$ cat src/sv/occbs_pkg.sv
// Package for the occupancy block size search: configuration, micro-op and control types,
// register indexes, reset values and the microcode program. Used by the divider, sequencer, datapath and top level.
`default_nettype none

package occbs_pkg;

    localparam int DIV_DW  = 19;   // dividend and quotient width of the divider
    localparam int DIV_VW  = 31;   // divisor width (non-negative 32-bit request)
    localparam int PC_W    = 3;

    localparam int CFG_W   = 19;
    localparam int IDX_W   = 3;

    typedef logic [IDX_W-1:0] t_idx;
    localparam t_idx REG_BLK_THREAD_CAP     = 3'd0;
    localparam t_idx REG_BLK_SHARED_CAP     = 3'd1;
    localparam t_idx REG_MAX_THREADS_PER_SM = 3'd2;
    localparam t_idx REG_MAX_SHARED_PER_SM  = 3'd3;
    localparam t_idx REG_MAX_BLOCKS_PER_SM  = 3'd4;

    typedef struct packed {
        logic [10:0] blk_thread_cap;
        logic [18:0] blk_shared_cap;
        logic [12:0] max_threads_per_sm;
        logic [18:0] max_shared_bytes_per_sm;
        logic [5:0]  max_blocks_per_sm;
    } t_cfg;

    localparam t_cfg CFG_RESET = '{
        blk_thread_cap:          11'd1024,
        blk_shared_cap:          19'd49152,
        max_threads_per_sm:      13'd2048,
        max_shared_bytes_per_sm: 19'd65536,
        max_blocks_per_sm:       6'd32
    };

    typedef enum logic [2:0] {
        OP_WAIT_IN,
        OP_DIV_START,
        OP_DIV_WAIT,
        OP_BRANCH,
        OP_EVAL,
        OP_EMIT
    } t_op;

    typedef enum logic {
        SEL_SB_NEED,
        SEL_SS_NEED
    } t_sel;

    typedef enum logic [1:0] {
        CND_NEVER,
        CND_ALWAYS,
        CND_NEED_ZERO,
        CND_IN_RANGE
    } t_cond;

    typedef logic [PC_W-1:0] t_pc;

    typedef struct packed {
        t_op   op;
        t_sel  sel;
        t_cond cond;
        t_pc   target;
    } t_ctrl;

    typedef struct packed {
        logic stall;
        logic need_zero;
        logic in_range;
    } t_stat;

    localparam t_pc P_IDLE  = 3'd0;
    localparam t_pc P_CHK   = 3'd1;
    localparam t_pc P_UB    = 3'd2;
    localparam t_pc P_UB_W  = 3'd3;
    localparam t_pc P_Q1    = 3'd4;
    localparam t_pc P_Q1_W  = 3'd5;
    localparam t_pc P_LOOP  = 3'd6;
    localparam t_pc P_EMIT  = 3'd7;

    function automatic t_ctrl f_ucode(input t_pc pc);
        t_ctrl w;
        w = '{op: OP_WAIT_IN, sel: SEL_SB_NEED, cond: CND_NEVER, target: P_IDLE};
        case (pc)
            P_IDLE:  w = '{op: OP_WAIT_IN,   sel: SEL_SB_NEED, cond: CND_NEVER,
                           target: P_IDLE};
            P_CHK:   w = '{op: OP_BRANCH,    sel: SEL_SB_NEED, cond: CND_NEED_ZERO,
                           target: P_LOOP};
            P_UB:    w = '{op: OP_DIV_START, sel: SEL_SB_NEED, cond: CND_NEVER,
                           target: P_IDLE};
            P_UB_W:  w = '{op: OP_DIV_WAIT,  sel: SEL_SB_NEED, cond: CND_NEVER,
                           target: P_IDLE};
            P_Q1:    w = '{op: OP_DIV_START, sel: SEL_SS_NEED, cond: CND_NEVER,
                           target: P_IDLE};
            P_Q1_W:  w = '{op: OP_DIV_WAIT,  sel: SEL_SS_NEED, cond: CND_NEVER,
                           target: P_IDLE};
            P_LOOP:  w = '{op: OP_EVAL,      sel: SEL_SB_NEED, cond: CND_IN_RANGE,
                           target: P_LOOP};
            P_EMIT:  w = '{op: OP_EMIT,      sel: SEL_SB_NEED, cond: CND_ALWAYS,
                           target: P_IDLE};
            default: w = '{op: OP_WAIT_IN,   sel: SEL_SB_NEED, cond: CND_ALWAYS,
                           target: P_IDLE};
        endcase
        return w;
    endfunction

endpackage

`default_nettype wire

$ cat src/sv/occbs_div.sv
// Restoring serial divider, one quotient bit per cycle.
// Depends on occbs_pkg for the operand widths.
`default_nettype none

module occbs_div (
    input  wire logic                          i_clk,
    input  wire logic                          i_rst_n,
    input  wire logic                          i_start,
    input  wire logic [occbs_pkg::DIV_DW-1:0]  i_dividend,
    input  wire logic [occbs_pkg::DIV_VW-1:0]  i_divisor,
    output logic                               o_done,
    output logic [occbs_pkg::DIV_DW-1:0]       o_quotient
);

    localparam int CW = $clog2(occbs_pkg::DIV_DW + 1);

    logic [occbs_pkg::DIV_VW:0]   r_rem;
    logic [occbs_pkg::DIV_DW-1:0] r_quo;
    logic [occbs_pkg::DIV_VW-1:0] r_dvs;
    logic [CW-1:0]                r_cnt;
    logic                         r_busy;
    logic                         r_done;

    logic [occbs_pkg::DIV_VW:0]   trial;
    logic                         fits;

    assign trial = {r_rem[occbs_pkg::DIV_VW-1:0], r_quo[occbs_pkg::DIV_DW-1]};
    assign fits  = (trial >= {1'b0, r_dvs});

    always_ff @(posedge i_clk) begin
        if (!i_rst_n) begin
            r_busy <= 1'b0;
            r_done <= 1'b0;
            r_cnt  <= '0;
        end else begin
            r_done <= 1'b0;
            if (i_start) begin
                r_busy <= 1'b1;
                r_cnt  <= '0;
            end else if (r_busy) begin
                r_cnt <= r_cnt + 1'b1;
                if (r_cnt == CW'(occbs_pkg::DIV_DW - 1)) begin
                    r_busy <= 1'b0;
                    r_done <= 1'b1;
                end
            end
        end
    end

    always_ff @(posedge i_clk) begin
        if (i_start) begin
            r_rem <= '0;
            r_quo <= i_dividend;
            r_dvs <= i_divisor;
        end else if (r_busy) begin
            r_rem <= fits ? (trial - {1'b0, r_dvs}) : trial;
            r_quo <= {r_quo[occbs_pkg::DIV_DW-2:0], fits};
        end
    end

    assign o_done     = r_done;
    assign o_quotient = r_quo;

endmodule

`default_nettype wire

$ cat src/sv/occbs_seq.sv
// Microcode sequencer: step counter, program table lookup and conditional jumps.
// Depends on occbs_pkg for the control word, status and program.
`default_nettype none

module occbs_seq (
    input  wire logic              i_clk,
    input  wire logic              i_rst_n,
    input  wire occbs_pkg::t_stat  i_stat,
    output occbs_pkg::t_ctrl       o_ctrl
);

    occbs_pkg::t_pc   r_pc;
    occbs_pkg::t_pc   n_pc;
    occbs_pkg::t_ctrl ctrl;
    logic             taken;

    assign ctrl = occbs_pkg::f_ucode(r_pc);

    always_comb begin
        case (ctrl.cond)
            occbs_pkg::CND_NEVER:     taken = 1'b0;
            occbs_pkg::CND_ALWAYS:    taken = 1'b1;
            occbs_pkg::CND_NEED_ZERO: taken = i_stat.need_zero;
            occbs_pkg::CND_IN_RANGE:  taken = i_stat.in_range;
            default:                  taken = 1'b0;
        endcase
        if (i_stat.stall) begin
            n_pc = r_pc;
        end else if (taken) begin
            n_pc = ctrl.target;
        end else begin
            n_pc = r_pc + 1'b1;
        end
    end

    always_ff @(posedge i_clk) begin
        if (!i_rst_n) begin
            r_pc <= occbs_pkg::P_IDLE;
        end else begin
            r_pc <= n_pc;
        end
    end

    assign o_ctrl = ctrl;

endmodule

`default_nettype wire

$ cat src/sv/occbs_dp.sv
// Datapath driven by the microcode: request capture, divider operands, candidate loop
// and the output register. Depends on occbs_pkg and instantiates occbs_div.
`default_nettype none

module occbs_dp #(
    parameter int WARP_THREADS = 32,
    parameter int THREAD_LIMIT = 1024
) (
    input  wire logic              i_clk,
    input  wire logic              i_rst_n,
    input  wire occbs_pkg::t_cfg   i_cfg,
    input  wire occbs_pkg::t_ctrl  i_ctrl,
    output occbs_pkg::t_stat       o_stat,
    input  wire logic              i_in_valid,
    output logic                   o_in_ready,
    input  wire logic [31:0]       i_in_data,
    output logic                   o_out_valid,
    input  wire logic              i_out_ready,
    output logic [10:0]            o_out_size,
    output logic                   o_out_status
);

    localparam int UW   = $clog2(THREAD_LIMIT + 1);
    localparam int SZW  = $clog2(THREAD_LIMIT) + 2;
    localparam int KMAX = $clog2(THREAD_LIMIT);
    localparam int KW   = $clog2(KMAX + 1);
    localparam int OW   = 6 + KMAX;
    localparam int DW   = occbs_pkg::DIV_DW;
    localparam int VW   = occbs_pkg::DIV_VW;
    localparam int RL   = $clog2(WARP_THREADS);
    localparam int RS   = DW + RL;
    localparam int RMW  = DW + 1;
    localparam logic [RMW-1:0] RECIP =
        RMW'(((64'd1 << RS) + 64'(WARP_THREADS) - 64'd1) / 64'(WARP_THREADS));

    // Exact quotient by the warp size for any dividend of DW bits.
    function automatic logic [DW-1:0] f_div_warp(input logic [DW-1:0] x);
        logic [DW+RMW-1:0] p;
        p = (DW+RMW)'(x) * (DW+RMW)'(RECIP);
        return DW'(p >> RS);
    endfunction

    logic [VW-1:0]  r_need;
    logic [UW-1:0]  r_upper;
    logic [12:0]    r_wsm;
    logic [DW-1:0]  r_bsh;
    logic [SZW-1:0] r_size;
    logic [KW-1:0]  r_k;
    logic [UW-1:0]  r_best_size;
    logic [OW-1:0]  r_best_occ;
    logic           r_out_valid;
    logic [10:0]    r_out_size;
    logic           r_out_status;

    logic           in_fire;
    logic           out_free;
    logic           div_start;
    logic           div_done;
    logic [DW-1:0]  div_q;
    logic [DW-1:0]  div_a;
    logic [VW-1:0]  div_b;
    logic [DW-1:0]  upper0;
    logic [DW-1:0]  wsm0;
    logic [DW-1:0]  bsh0;
    logic           in_range;
    logic [DW-1:0]  lim_a;
    logic [5:0]     blocks;
    logic [OW-1:0]  occ;
    logic [UW+10:0] size_ext;

    assign in_fire   = (i_ctrl.op == occbs_pkg::OP_WAIT_IN) && i_in_valid;
    assign out_free  = !r_out_valid || i_out_ready;
    assign div_start = (i_ctrl.op == occbs_pkg::OP_DIV_START);

    always_comb begin
        case (i_ctrl.sel)
            occbs_pkg::SEL_SB_NEED: begin
                div_a = i_cfg.blk_shared_cap;
                div_b = r_need;
            end
            occbs_pkg::SEL_SS_NEED: begin
                div_a = i_cfg.max_shared_bytes_per_sm;
                div_b = r_need;
            end
            default: begin
                div_a = '0;
                div_b = '0;
            end
        endcase
    end

    occbs_div u_div (
        .i_clk      (i_clk),
        .i_rst_n    (i_rst_n),
        .i_start    (div_start),
        .i_dividend (div_a),
        .i_divisor  (div_b),
        .o_done     (div_done),
        .o_quotient (div_q)
    );

    assign upper0 = (DW'(i_cfg.blk_thread_cap) < DW'(THREAD_LIMIT))
                    ? DW'(i_cfg.blk_thread_cap) : DW'(THREAD_LIMIT);
    assign wsm0   = f_div_warp(DW'(i_cfg.max_threads_per_sm));
    assign bsh0   = f_div_warp(div_q);

    assign in_range = (r_size <= SZW'(r_upper));
    assign lim_a    = (DW'(r_wsm) < r_bsh) ? DW'(r_wsm) : r_bsh;
    assign blocks   = (lim_a < DW'(i_cfg.max_blocks_per_sm))
                      ? lim_a[5:0] : i_cfg.max_blocks_per_sm;
    assign occ      = OW'(blocks) << r_k;

    always_comb begin
        o_stat.stall     = ((i_ctrl.op == occbs_pkg::OP_WAIT_IN)  && !i_in_valid) ||
                           ((i_ctrl.op == occbs_pkg::OP_DIV_WAIT) && !div_done)   ||
                           ((i_ctrl.op == occbs_pkg::OP_EMIT)     && !out_free);
        o_stat.need_zero = (r_need == '0);
        o_stat.in_range  = in_range;
    end

    always_ff @(posedge i_clk) begin
        if (in_fire) begin
            r_need      <= i_in_data[31] ? '0 : i_in_data[VW-1:0];
            r_upper     <= upper0[UW-1:0];
            r_wsm       <= wsm0[12:0];
            r_bsh       <= '1;
            r_size      <= SZW'(WARP_THREADS);
            r_k         <= '0;
            r_best_size <= '0;
            r_best_occ  <= '0;
        end
        if ((i_ctrl.op == occbs_pkg::OP_DIV_WAIT) && div_done) begin
            case (i_ctrl.sel)
                occbs_pkg::SEL_SB_NEED: begin
                    if (div_q < DW'(r_upper)) begin
                        r_upper <= div_q[UW-1:0];
                    end
                end
                occbs_pkg::SEL_SS_NEED: r_bsh <= bsh0;
                default: ;
            endcase
        end
        if ((i_ctrl.op == occbs_pkg::OP_EVAL) && in_range) begin
            if (occ > r_best_occ) begin
                r_best_occ  <= occ;
                r_best_size <= r_size[UW-1:0];
            end
            r_size <= r_size << 1;
            r_k    <= r_k + 1'b1;
            r_wsm  <= r_wsm >> 1;
            r_bsh  <= r_bsh >> 1;
        end
    end

    assign size_ext = {11'd0, r_best_size};

    always_ff @(posedge i_clk) begin
        if (!i_rst_n) begin
            r_out_valid <= 1'b0;
        end else if ((i_ctrl.op == occbs_pkg::OP_EMIT) && out_free) begin
            r_out_valid <= 1'b1;
        end else if (i_out_ready) begin
            r_out_valid <= 1'b0;
        end
    end

    always_ff @(posedge i_clk) begin
        if ((i_ctrl.op == occbs_pkg::OP_EMIT) && out_free) begin
            r_out_size   <= size_ext[10:0];
            r_out_status <= (r_best_size == '0);
        end
    end

    assign o_in_ready   = (i_ctrl.op == occbs_pkg::OP_WAIT_IN);
    assign o_out_valid  = r_out_valid;
    assign o_out_size   = r_out_size;
    assign o_out_status = r_out_status;

endmodule

`default_nettype wire

$ cat src/sv/occupancy_block_size_search_top.sv
// Top level of the occupancy block size search: configuration registers, sequencer and
// datapath. Depends on occbs_pkg, occbs_seq and occbs_dp.
//
//  Channel   Direction  Content
//  s_axis    in         tdata[31:0] bytes_per_thread (signed)
//  m_axis    out        tdata[10:0] block_size, [11] status, [15:12] zero
//  cfg       in         i_cfg_index selects the register, i_cfg_wr_data its value
//
// One request occupies the block from its acceptance until its result is emitted. It runs
// through two serial divisions by the requested bytes, one quotient bit a cycle, and then
// the candidate loop, one step per size plus one to leave it. With no shared bytes
// requested both divisions are skipped.
// Reset is synchronous and clears the step counter, the divider control, the result flag
// and the configuration registers. A stalled result holds in the output register while
// the next request is taken; the sequencer waits at its last step until the result is taken.
`default_nettype none

module occupancy_block_size_search_top #(
    parameter int WARP_THREADS = 32,
    parameter int THREAD_LIMIT = 1024
) (
    input  wire logic                         i_clk,
    input  wire logic                         i_rst_n,
    input  wire logic                         s_axis_tvalid,
    output logic                              s_axis_tready,
    input  wire logic [31:0]                  s_axis_tdata,   // [31:0] bytes_per_thread
    output logic                              m_axis_tvalid,
    input  wire logic                         m_axis_tready,
    output logic [15:0]                       m_axis_tdata,   // [10:0] block_size, [11] status
    input  wire logic                         i_cfg_wr_en,
    input  wire logic [occbs_pkg::IDX_W-1:0]  i_cfg_index,
    input  wire logic [occbs_pkg::CFG_W-1:0]  i_cfg_wr_data
);

    occbs_pkg::t_cfg  r_cfg;
    occbs_pkg::t_ctrl ctrl;
    occbs_pkg::t_stat stat;
    logic [10:0]      out_size;
    logic             out_status;

    always_ff @(posedge i_clk) begin
        if (!i_rst_n) begin
            r_cfg <= occbs_pkg::CFG_RESET;
        end else if (i_cfg_wr_en) begin
            case (i_cfg_index)
                occbs_pkg::REG_BLK_THREAD_CAP:
                    r_cfg.blk_thread_cap <= i_cfg_wr_data[10:0];
                occbs_pkg::REG_BLK_SHARED_CAP:
                    r_cfg.blk_shared_cap <= i_cfg_wr_data[18:0];
                occbs_pkg::REG_MAX_THREADS_PER_SM:
                    r_cfg.max_threads_per_sm <= i_cfg_wr_data[12:0];
                occbs_pkg::REG_MAX_SHARED_PER_SM:
                    r_cfg.max_shared_bytes_per_sm <= i_cfg_wr_data[18:0];
                occbs_pkg::REG_MAX_BLOCKS_PER_SM:
                    r_cfg.max_blocks_per_sm <= i_cfg_wr_data[5:0];
                default: ;
            endcase
        end
    end

    occbs_seq u_seq (
        .i_clk   (i_clk),
        .i_rst_n (i_rst_n),
        .i_stat  (stat),
        .o_ctrl  (ctrl)
    );

    occbs_dp #(
        .WARP_THREADS (WARP_THREADS),
        .THREAD_LIMIT (THREAD_LIMIT)
    ) u_dp (
        .i_clk        (i_clk),
        .i_rst_n      (i_rst_n),
        .i_cfg        (r_cfg),
        .i_ctrl       (ctrl),
        .o_stat       (stat),
        .i_in_valid   (s_axis_tvalid),
        .o_in_ready   (s_axis_tready),
        .i_in_data    (s_axis_tdata),
        .o_out_valid  (m_axis_tvalid),
        .i_out_ready  (m_axis_tready),
        .o_out_size   (out_size),
        .o_out_status (out_status)
    );

    assign m_axis_tdata = {4'd0, out_status, out_size};

endmodule

`default_nettype wire

$ cat config.mk
export PLATFORM = sky130hd
export DESIGN_NAME = occupancy_block_size_search_top
export DESIGN_NICKNAME = d
export VERILOG_FILES = /design/src/sv/occbs_pkg.sv /design/src/sv/occbs_div.sv /design/src/sv/occbs_seq.sv /design/src/sv/occbs_dp.sv /design/src/sv/occupancy_block_size_search_top.sv
export SDC_FILE = /design/constraint.sdc
export NUM_CORES = 1
export LEC_CHECK = 0
export ABC_AREA = 0
export BUFFER_PORTS_ARGS = -buffer_cell sky130_fd_sc_hd__buf_2
export CAP_MARGIN = 20
export CORE_MARGIN = 1
export CORE_UTILIZATION = 30
export CTS_CLUSTER_SIZE = 16
export DETAILED_ROUTE_END_ITERATION = 6
export GPL_ROUTABILITY_DRIVEN = 1
export GPL_TIMING_DRIVEN = 0
export HOLD_SLACK_MARGIN = 0.08
export PLACE_DENSITY_LB_ADDON = 0.15
export SLEW_MARGIN = 20
export SYNTH_ARGS = -nofsm -noshare
export SYNTH_HDL_FRONTEND = slang
export SYNTH_HIERARCHICAL = 1
export SYNTH_SLANG_ARGS = --single-unit
export TNS_END_PERCENT = 20
$ cat constraint.sdc
create_clock -name i_clk -period 9.3 [get_ports i_clk]
set_input_delay 1.86 -clock i_clk [delete_from_list [all_inputs] [get_ports i_clk]]
set_output_delay 1.86 -clock i_clk [all_outputs]
set_load 0.02 [all_outputs]
# --- Yosys cells after proc, flatten, opt, wreduce, memory -nomap -nowiden ---
# Memories as Yosys holds them, arrays and structs flattened. A register that Yosys moved wholly into a read port is not among the register bits.
# Index checks and enable logic that the tools add are counted.
totals:
  ff_bits: 279
  elab_cells: 120
  n_memories: 1
  rom_bits: 64
mem_list:
  columns: ["name", "words", "word_bits", "read_ports", "rd_ports_with_merged_regs", "write_ports", "line", "text"]
  rows:
  - ["(no name shown)", 8, 8, 1, 1, 0, "occbs_pkg.sv:85", "case (pc)"]
op_classes:
  mux: 37
  n_reduce_logical: 29
  n_addsub: 4
  eq_ne: 12
  magnitude_cmp: 7
  bitwise: 3
  shifts: 1
op_table:
  columns: ["cell", "n"]
  rows:
  - ["19-bit two-way mux", 6]
  - ["11-bit two-way mux", 8]
  - ["16-bit two-way mux", 3]
  - ["19-bit one-hot mux with 2 select lines", 1]
  - ["32-bit by 31-bit greater-or-equal comparator with 1-bit output", 1]
  - ["31-bit logical NOT", 1]
  - ["31-bit two-way mux", 1]
  - ["31-bit subtractor", 1]
  - ["12-bit two-way mux", 2]
  - ["19-bit by 11-bit < comparator with 1-bit output", 1]
  - ["19-bit by 6-bit < comparator with 1-bit output", 1]
  - ["8-bit by 19-bit < comparator with 1-bit output", 1]
  - ["18-bit two-way mux", 1]
  - ["16-bit > comparator", 1]
  - ["6-bit by 4-bit left shift with 16-bit output", 1]
  - ["12-bit by 11-bit less-or-equal comparator with 1-bit output", 1]
  - ["11-bit logical NOT", 1]
  - ["11-bit < comparator, second input constant", 1]
  - ["2-bit AND reduction", 5]
  - ["3-bit by 2-bit == test with 1-bit output, second input constant", 3]
  - ["3-bit == test, second input constant", 3]
  - ["3-bit two-way mux", 3]
  - ["4-bit two-way mux", 2]
  - ["8-bit two-way mux", 1]
  - ["other kinds (20)", 43]

# --- Logic depth before layout (Yosys ltp) ---
# Gate-level depths: netlist of run 1.
logic_depth:
  depth_word: 8
  ltp_mapped: 28
  ltp_nobuf: 25

# --- By module ---
# The synthesis of run 1 kept the hierarchy.
by_module_without_submodules:
  columns: ["mod", "seq_area_each_um2", "cells_each", "instances", "area_each_um2"]
  rows:
  - ["occbs_dp", 3022.9, 661, 1, 6695.2]
  - ["occbs_div", 2262.2, 558, 1, 5333.9]
  - ["occupancy_block_size_search_top", 1361.3, 260, 1, 2625.0]
  - ["occbs_seq", 160.2, 53, 1, 459.2]

# --- Worst setup path after synthesis of run 1 ---
# No wires, ideal clock.
synth_timing:
  path_kind: "register to register"
  from: "register u_dp.r_wsm[6]"
  to: "register u_dp.r_best_occ[15]"
  t_required_ns: 9.172
  synth_period_minus_slack_ns: 6.103
  arrival_ns: 5.974
  slack_ns: 3.197
  path_stages_with_launch: 26
  setup_time_ns: 0.128
  cell_sequence: "edfxtp_1 > ha_1 > a221o_1 > a211oi_2 > nor2_2 > mux2_2 > ha_1 > a2111oi_0 > o2111ai_1 > or3_1 > buf_2 > nand2_2 > mux4_2 > mux2i_4 > o22ai_1 > ha_1 > nand3_1 > or4_1 > a211o_1 > a31oi_1 > and2_1 > clkbuf_8 > nor2_1 > clkbuf_1 > a32oi_1 > o21ai_0"
synth_between:
  elab_chain_cells: 8
synth_lines:
  columns: ["item", "line", "text"]
  rows:
  - ["start: declaration", "occbs_dp.sv:45", "logic [12:0] r_wsm;"]
  - ["start signal: assignment", "occbs_dp.sv:125", "r_wsm <= wsm0[12:0];"]
  - ["start signal: assignment", "occbs_dp.sv:150", "r_wsm <= r_wsm >> 1;"]
  - ["8-bit by 19-bit < comparator with 1-bit output", "occbs_dp.sv:108", "assign lim_a = (DW'(r_wsm) < r_bsh) ? DW'(r_wsm) : r_bsh;"]
  - ["19-bit two-way mux (*)", "occbs_dp.sv:108", null]
  - ["19-bit by 6-bit < comparator with 1-bit output", "occbs_dp.sv:109", "assign blocks = (lim_a < DW'(i_cfg.max_blocks_per_sm))"]
  - ["6-bit two-way mux (*)", "occbs_dp.sv:110", "? lim_a[5:0] : i_cfg.max_blocks_per_sm;"]
  - ["6-bit by 4-bit left shift with 16-bit output (*)", "occbs_dp.sv:111", "assign occ = OW'(blocks) << r_k;"]
  - ["16-bit > comparator", "occbs_dp.sv:144", "if (occ > r_best_occ) begin"]
  - ["16-bit two-way mux (*)", "occbs_dp.sv:144", null]
  - ["16-bit two-way mux (*)", "occbs_dp.sv:143", "if ((i_ctrl.op == occbs_pkg::OP_EVAL) && in_range) begin"]
  - ["end signal: assignment", "occbs_dp.sv:130", "r_best_occ <= '0;"]
  - ["end signal: assignment", "occbs_dp.sv:145", "r_best_occ <= occ;"]
  - ["end: declaration", "occbs_dp.sv:50", "logic [OW-1:0] r_best_occ;"]
# Mark *: on every way between the ends. The rest lies on a longest branch, timed or not.
# A chain may end at the register's enable or synchronous reset.

# --- Final worst setup path of run 1 ---
layout_timing:
  from: "register u_dp.r_wsm[2]"
  to: "register u_dp.r_best_occ[15]"
# Same word-level chain as after synthesis.

==> results of run 1 <==
==> through the flow <==
step / total power, W / util (%)
5_1_grt: 0.00561 / 35.5
6_report: 0.00524 / 35.5
2_1_floorplan: 0.00326 / -
3_3_place_gp: 0.00383 / 32.9
3_5_place_dp: 0.00386 / 33.1
4_1_cts: 0.00531 / 35.5
==> how the worst max path moves through the flow <==
stage	to	slack [ns]	cells after the start	from
2_1_floorplan	u_dp/r_best_occ[15]	3.20	25	u_dp/r_wsm[6]
3_3_place_gp	u_dp/r_best_occ[15]	2.24	24	u_dp/r_bsh[14]
3_5_place_dp	u_dp/r_best_occ[15]	2.25	24	u_dp/r_bsh[13]
4_1_cts	u_dp/r_best_occ[15]	2.25	24	u_dp/r_bsh[13]
5_1_grt	u_dp/r_best_occ[15]	1.82	26	u_dp/r_wsm[2]
6_report	u_dp/r_best_occ[15]	2.30	26	u_dp/r_wsm[2]
==> layer usage <==
| metal | up-vias | GRT usage [%] |
|---|---|---|
| met2 | 174 | 28.0 |
| met1 | 5406 | 20.2 |
| met4 | 0 | 5.97 |
| li1 | 5649 | - |
| met5 | - | 0 |
| met3 | 68 | 2.45 |
==> worst reg2reg max path, cell delays in order, from the launching register on <==
cell	delay, ns
edfxtp_1	0.46
ha_1	0.33
nand2_1	0.05
o21ai_0	0.20
a211oi_2	0.13
nor2_2	0.26
mux2_2	0.41
ha_1	0.32
a2111oi_0	0.44
o2111ai_1	0.14
or3_1	0.32
buf_2	0.15
nand2_2	0.16
mux4_2	0.60
mux2i_4	0.31
o22ai_1	0.11
ha_1	0.30
nand3_1	0.13
or4_1	0.61
a211o_1	0.25
a31oi_1	0.21
and2_1	0.16
clkbuf_8	0.17
nor2_1	0.07
clkbuf_1	0.27
a32oi_1	0.21
o21ai_0	0.10
==> final cells by class <==
| cell class | instances | area share, % |
|---|---|---|
| sequential | 279 | 38.6 |
| clock buffer | 45 | 5.73 |
| clock inverter | 20 | 1.21 |
| multi-input combinational | 1051 | 42.4 |
| inverter | 100 | 2.16 |
| buffer | 86 | 2.77 |
| tap | 664 | 4.78 |
| timing repair buffer | 76 | 2.38 |
==> power breakdown <==
part,switching (W),internal [W]
combinational,0.00124,0.000815
sequential,0.000192,0.00159
clock,0.000557,0.000852
total,0.00199,0.00325
==> state kept, by name, indices dropped and copies added (netlist names), 4 cells and up <==
name / count
u_dp/u_div/r_rem: 31
u_seq/o_ctrl: 5
u_dp/u_div/r_cnt: 5
u_dp/u_div/o_quotient: 19
u_dp/u_div/r_dvs: 31
u_dp/r_upper: 11
u_dp/r_k: 4
u_dp/o_out_size: 11
u_dp/r_need: 31
u_dp/r_size: 7
u_dp/r_best_size: 11
u_dp/r_bsh: 19
u_dp/r_wsm: 8
r_cfg: 63
u_dp/r_best_occ: 16
==> results.cfg, run 1 <==
[placement]
dpl.cell_count = 2256
port_buffers = 72
post_dp_cell_area_mm2 = 0.0162
dpl_worst_slack_ns = 2.25
place_hpwl_um = 30300
gp_congestion = 0.824

[power_and_ir_drop]
power_density_mw_per_mm2 = 301
peakVddDrop_mv = 0.130
p_leak_nw = 7.01

[setup_path]
path_delay_family = compound AO/OA/AOI/OAI gates
cpPeakStageDelay_ns = 0.61
worst_path_most_repeated_cell = ha_1
r2r_slack_ns = 2.30
regToRegStartpoint = u_dp/r_wsm[2]
crit_buf_inv = 3
arrival_ns = 7.43
crit_type = register to register
cpMaxStageDelayCell = or4_1
startpoint_type = register
path_max_fanout = 10
r2r_end = u_dp/r_best_occ[15]
cp-end-kind = register
ff2ff_path_depth = 26
required_ns = 9.73

[run_status]
status = finished clean

[sta]
final_max_slew_viol_count = 0
final_hold_viol_count = 0
whs_ns = 0.449
setup_viol = 0
tns_ns = 0
skew_ns = 0.0250
finalCriticalPeriod_ns = 7.00
layout_setup_ws_ns = 2.30
max_freq_mhz = 143
tightest_slew_ns = 0.908
relSlewSlack_pct = 39.3
timing.final.crit_share_pct = 75.3
rsz0062_at_grt = no

[global_routing]
grt_start_max_net_pins = 22
grt_pass1_vias = 11360
grt_usage_pct = 16.2
grt_pass1_wl_um = 63200
grt_overflow = 0
antenna_found_initial = 0

[routing]
wl_met3_um = 1260
vias = 11297
drc = 0
firstDrtPassIters = 5
routed_wl_um = 40300
met2_length_um = 19700
highest_layer = met4
wire_per_inst_um = 17.4
drt_iter0_markers = 602
wl_met1_um = 18300
ant_nets = 0
vias_per_cell = 4.87

[final_layout]
nets = 1772
syn_to_final_growth_pct = 16.6
fin_cells = 2321
drive_above_1_share_pct = 15.6
final_area_mm2 = 0.0174
fill_cells = 5012
final_cell_mix = nand2_1 (222), dfxtp_1 (167), edfxtp_1 (112)
layout_commonest_cell = nand2_1
antennaDiodeCount = 0
ff_latch_area_mm2 = 0.00671
multiInputGateArea_mm2 = 0.00737

[clock_tree]
root_buffer = clkbuf_16
clock_path_buffers = 3
cts_setup_buffers = 0
cts_resized = 0
cts_tree = done
clkSlewWorstSetupHoldPaths_ns = 0.06
holdBufCountCts = 0
htreeDepth = 2
numCtsBuffers = 37
cts_sinks = 279
clk_latency_ns = 0.56

[hold_path]
hp-class = register to register
hold-path-endpoint = u_dp/u_div/r_dvs[1]
whs_path_depth = 0
holdCritStartpoint = u_dp/r_need[1]

[job]
cap_viol_max_count = 0

[floorplan]
die_h_um = 225
start_util_pct = 30.5
core_area_mm2 = 0.0490
rows = 81
die_w_um = 225
num_io_pins = 77
die_area_mm2 = 0.0506

[synth]
postSynthAreaPerCell_um2 = 9.86
synthCells = 1513
synth-warning-count = 6
synth.cell_area_mm2 = 0.0149
No activity file was read; power rests on OpenSTA's default activity.
==> run 2: changes to the inputs <==
Clock period 9.3 ns to 5.65 ns, I/O delays scaled along.
==> run 2 against run 1 <==
Core utilization increased by 0.99 points. Clock power increased by 57%. Via count increased by 0.83%. Global-route usage increased by 0.069 points. Sequential share of layout area decreased by 1.0 points. Critical path depth unchanged. Clock skew decreased by 0.0057 ns. The flow now finishes with violations (negative setup slack). Die area unchanged. Worst hold slack improved by 0.00095 ns. Register-to-register slack got worse by 3.0 ns. Flip-flop and latch count unchanged. Combinational power increased by 72%.
==> results.cfg, run 2 (synthesized netlist as in run 1, its figures left out) <==
[setup_path]
arrival_ns = 6.83
path_max_fanout = 7
cp-end-kind = register
crit_type = register to register
regToRegStartpoint = u_dp/r_wsm[7]
path_delay_family = compound AO/OA/AOI/OAI gates
path_depth = 26
r2r_end = u_dp/r_best_occ[15]
r2r_slack_ns = -0.74
cpMaxStageDelayCell = mux4_2
startpoint_type = register
ff2ff_path_depth = 26
crit_buf_inv = 3
required_ns = 6.09
cpPeakStageDelay_ns = 0.58

[sta]
max_freq_mhz = 156
finalCriticalPeriod_ns = 6.39
final_hold_viol_count = 0
tns_ns = -18.28
final_max_slew_viol_count = 0
timing.final.crit_share_pct = 113
rsz0062_at_grt = yes
skew_ns = 0.0193
relSlewSlack_pct = 37.9
setup_viol = 27
tightest_slew_ns = 0.929
layout_setup_ws_ns = -0.741

[job]
cap_viol_max_count = 0

[clock_tree]
cts_sinks = 279
holdBufCountCts = 0
clk_latency_ns = 0.55
numCtsBuffers = 35
root_buffer = clkbuf_16
htreeDepth = 2
cts_tree = done
clock_path_buffers = 3
clkSlewWorstSetupHoldPaths_ns = 0.06

[global_routing]
antenna_found_initial = 1
grt_usage_pct = 16.2
grt_overflow = 0
grt_pass1_wl_um = 64000
grt_pass1_vias = 11366
grt_start_max_net_pins = 24

[placement]
dpl.cell_count = 2256
place_hpwl_um = 30300
port_buffers = 72
gp_congestion = 0.842

[final_layout]
syn_to_final_growth_pct = 19.8
nets = 1804
largest_register_ffs = 63
final_cell_mix = nand2_1 (218), dfxtp_1 (166), edfxtp_1 (112)
layout_commonest_cell = nand2_1
antennaDiodeCount = 0
multiInputGateArea_mm2 = 0.00767
drive_above_1_share_pct = 19.2
fin_cells = 2351
fill_cells = 4918
ff_latch_area_mm2 = 0.00671
top_register = r_cfg

[power_and_ir_drop]
power_density_mw_per_mm2 = 486
peakVddDrop_mv = 0.200
p_leak_nw = 7.19

[routing]
ant_nets = 0
routed_wl_um = 41100
vias = 11391
drt_iter0_markers = 565
vias_per_cell = 4.85
drc = 0
wire_per_inst_um = 17.5
firstDrtPassIters = 5

[run_status]
status = complete, but fails checks
violations = negative setup slack

[floorplan]
start_util_pct = 30.5
die_h_um = 225
num_io_pins = 77
core_area_mm2 = 0.0490
die_w_um = 225
rows = 81
die_area_mm2 = 0.0506

[hold_path]
hold-path-endpoint = u_dp/u_div/r_dvs[3]
holdCritStartpoint = u_dp/r_need[3]
whs_path_depth = 0
hp-class = register to register
-- run 2: where the power goes --
part           total, W  internal [W]  switching (W)
sequential      0.00294       0.00261       0.000329
clock           0.00222       0.00132       0.000908
combinational   0.00352       0.00143        0.00210
total           0.00869       0.00535        0.00333
-- run 2: worst max path at each step --
| stage | start | endpoint | slack (ns) |
|---|---|---|---|
| after global routing | u_dp/r_wsm[7] | u_dp/r_best_occ[15] | -0.94 |
| after detailed placement | u_dp/r_wsm[2] | u_dp/r_best_occ[14] | -1.02 |
| after CTS | u_dp/r_wsm[6] | u_dp/r_best_occ[15] | -0.59 |
| after floorplan | u_dp/r_wsm[6] | u_dp/r_best_occ[15] | -0.26 |
| final | u_dp/r_wsm[7] | u_dp/r_best_occ[15] | -0.74 |
| after global placement | u_dp/r_wsm[2] | u_dp/r_best_occ[15] | -1.05 |
-- run 2: metrics by stage --
stage / total power [W] / utilization (%) / hold slack (ns) / instance area (um^2) / worst slack, ns
final: 0.00869 / 36.5 / 0.450 / 17900 / -0.741
after global routing: 0.00928 / 36.5 / 0.454 / 17900 / -0.936
after CTS: 0.00873 / 36.1 / 0.451 / 17700 / -0.588
after detailed placement: 0.00639 / 33.2 / 0.438 / 16200 / -1.02
after global placement: 0.00635 / 33.1 / 0.439 / 16200 / -1.05
after floorplan: 0.00538 / - / 0.422 / 15000 / -0.256
-- run 2: routing by layer --
metal / up-vias / wire length (um) / track usage (%)
li1: 5703 / - / -
met1: 5481 / 18600 / 20.2
met2: 144 / 20300 / 28.5
met3: 63 / 1110 / 2.13
met4: 0 / 1210 / 5.90
met5: - / 0 / 0
-- run 2: what timing repair did --
action                                  CTS  global route
buffers inserted                         22            11
gates cloned                              3             0
endpoints found under the setup margin   27            27
gates resized for setup                  27            27
pin swaps                                11            21
-- run 2: final cells by class --
cell class	instances	area share, %
Multi-Input combinational cell	1051	42.9
Sequential cell	279	37.5
Clock buffer	45	5.22
Tap cell	664	4.65
Timing Repair Buffer	112	3.82
Buffer	84	2.74
Inverter	100	2.10
Clock inverter	16	1.04
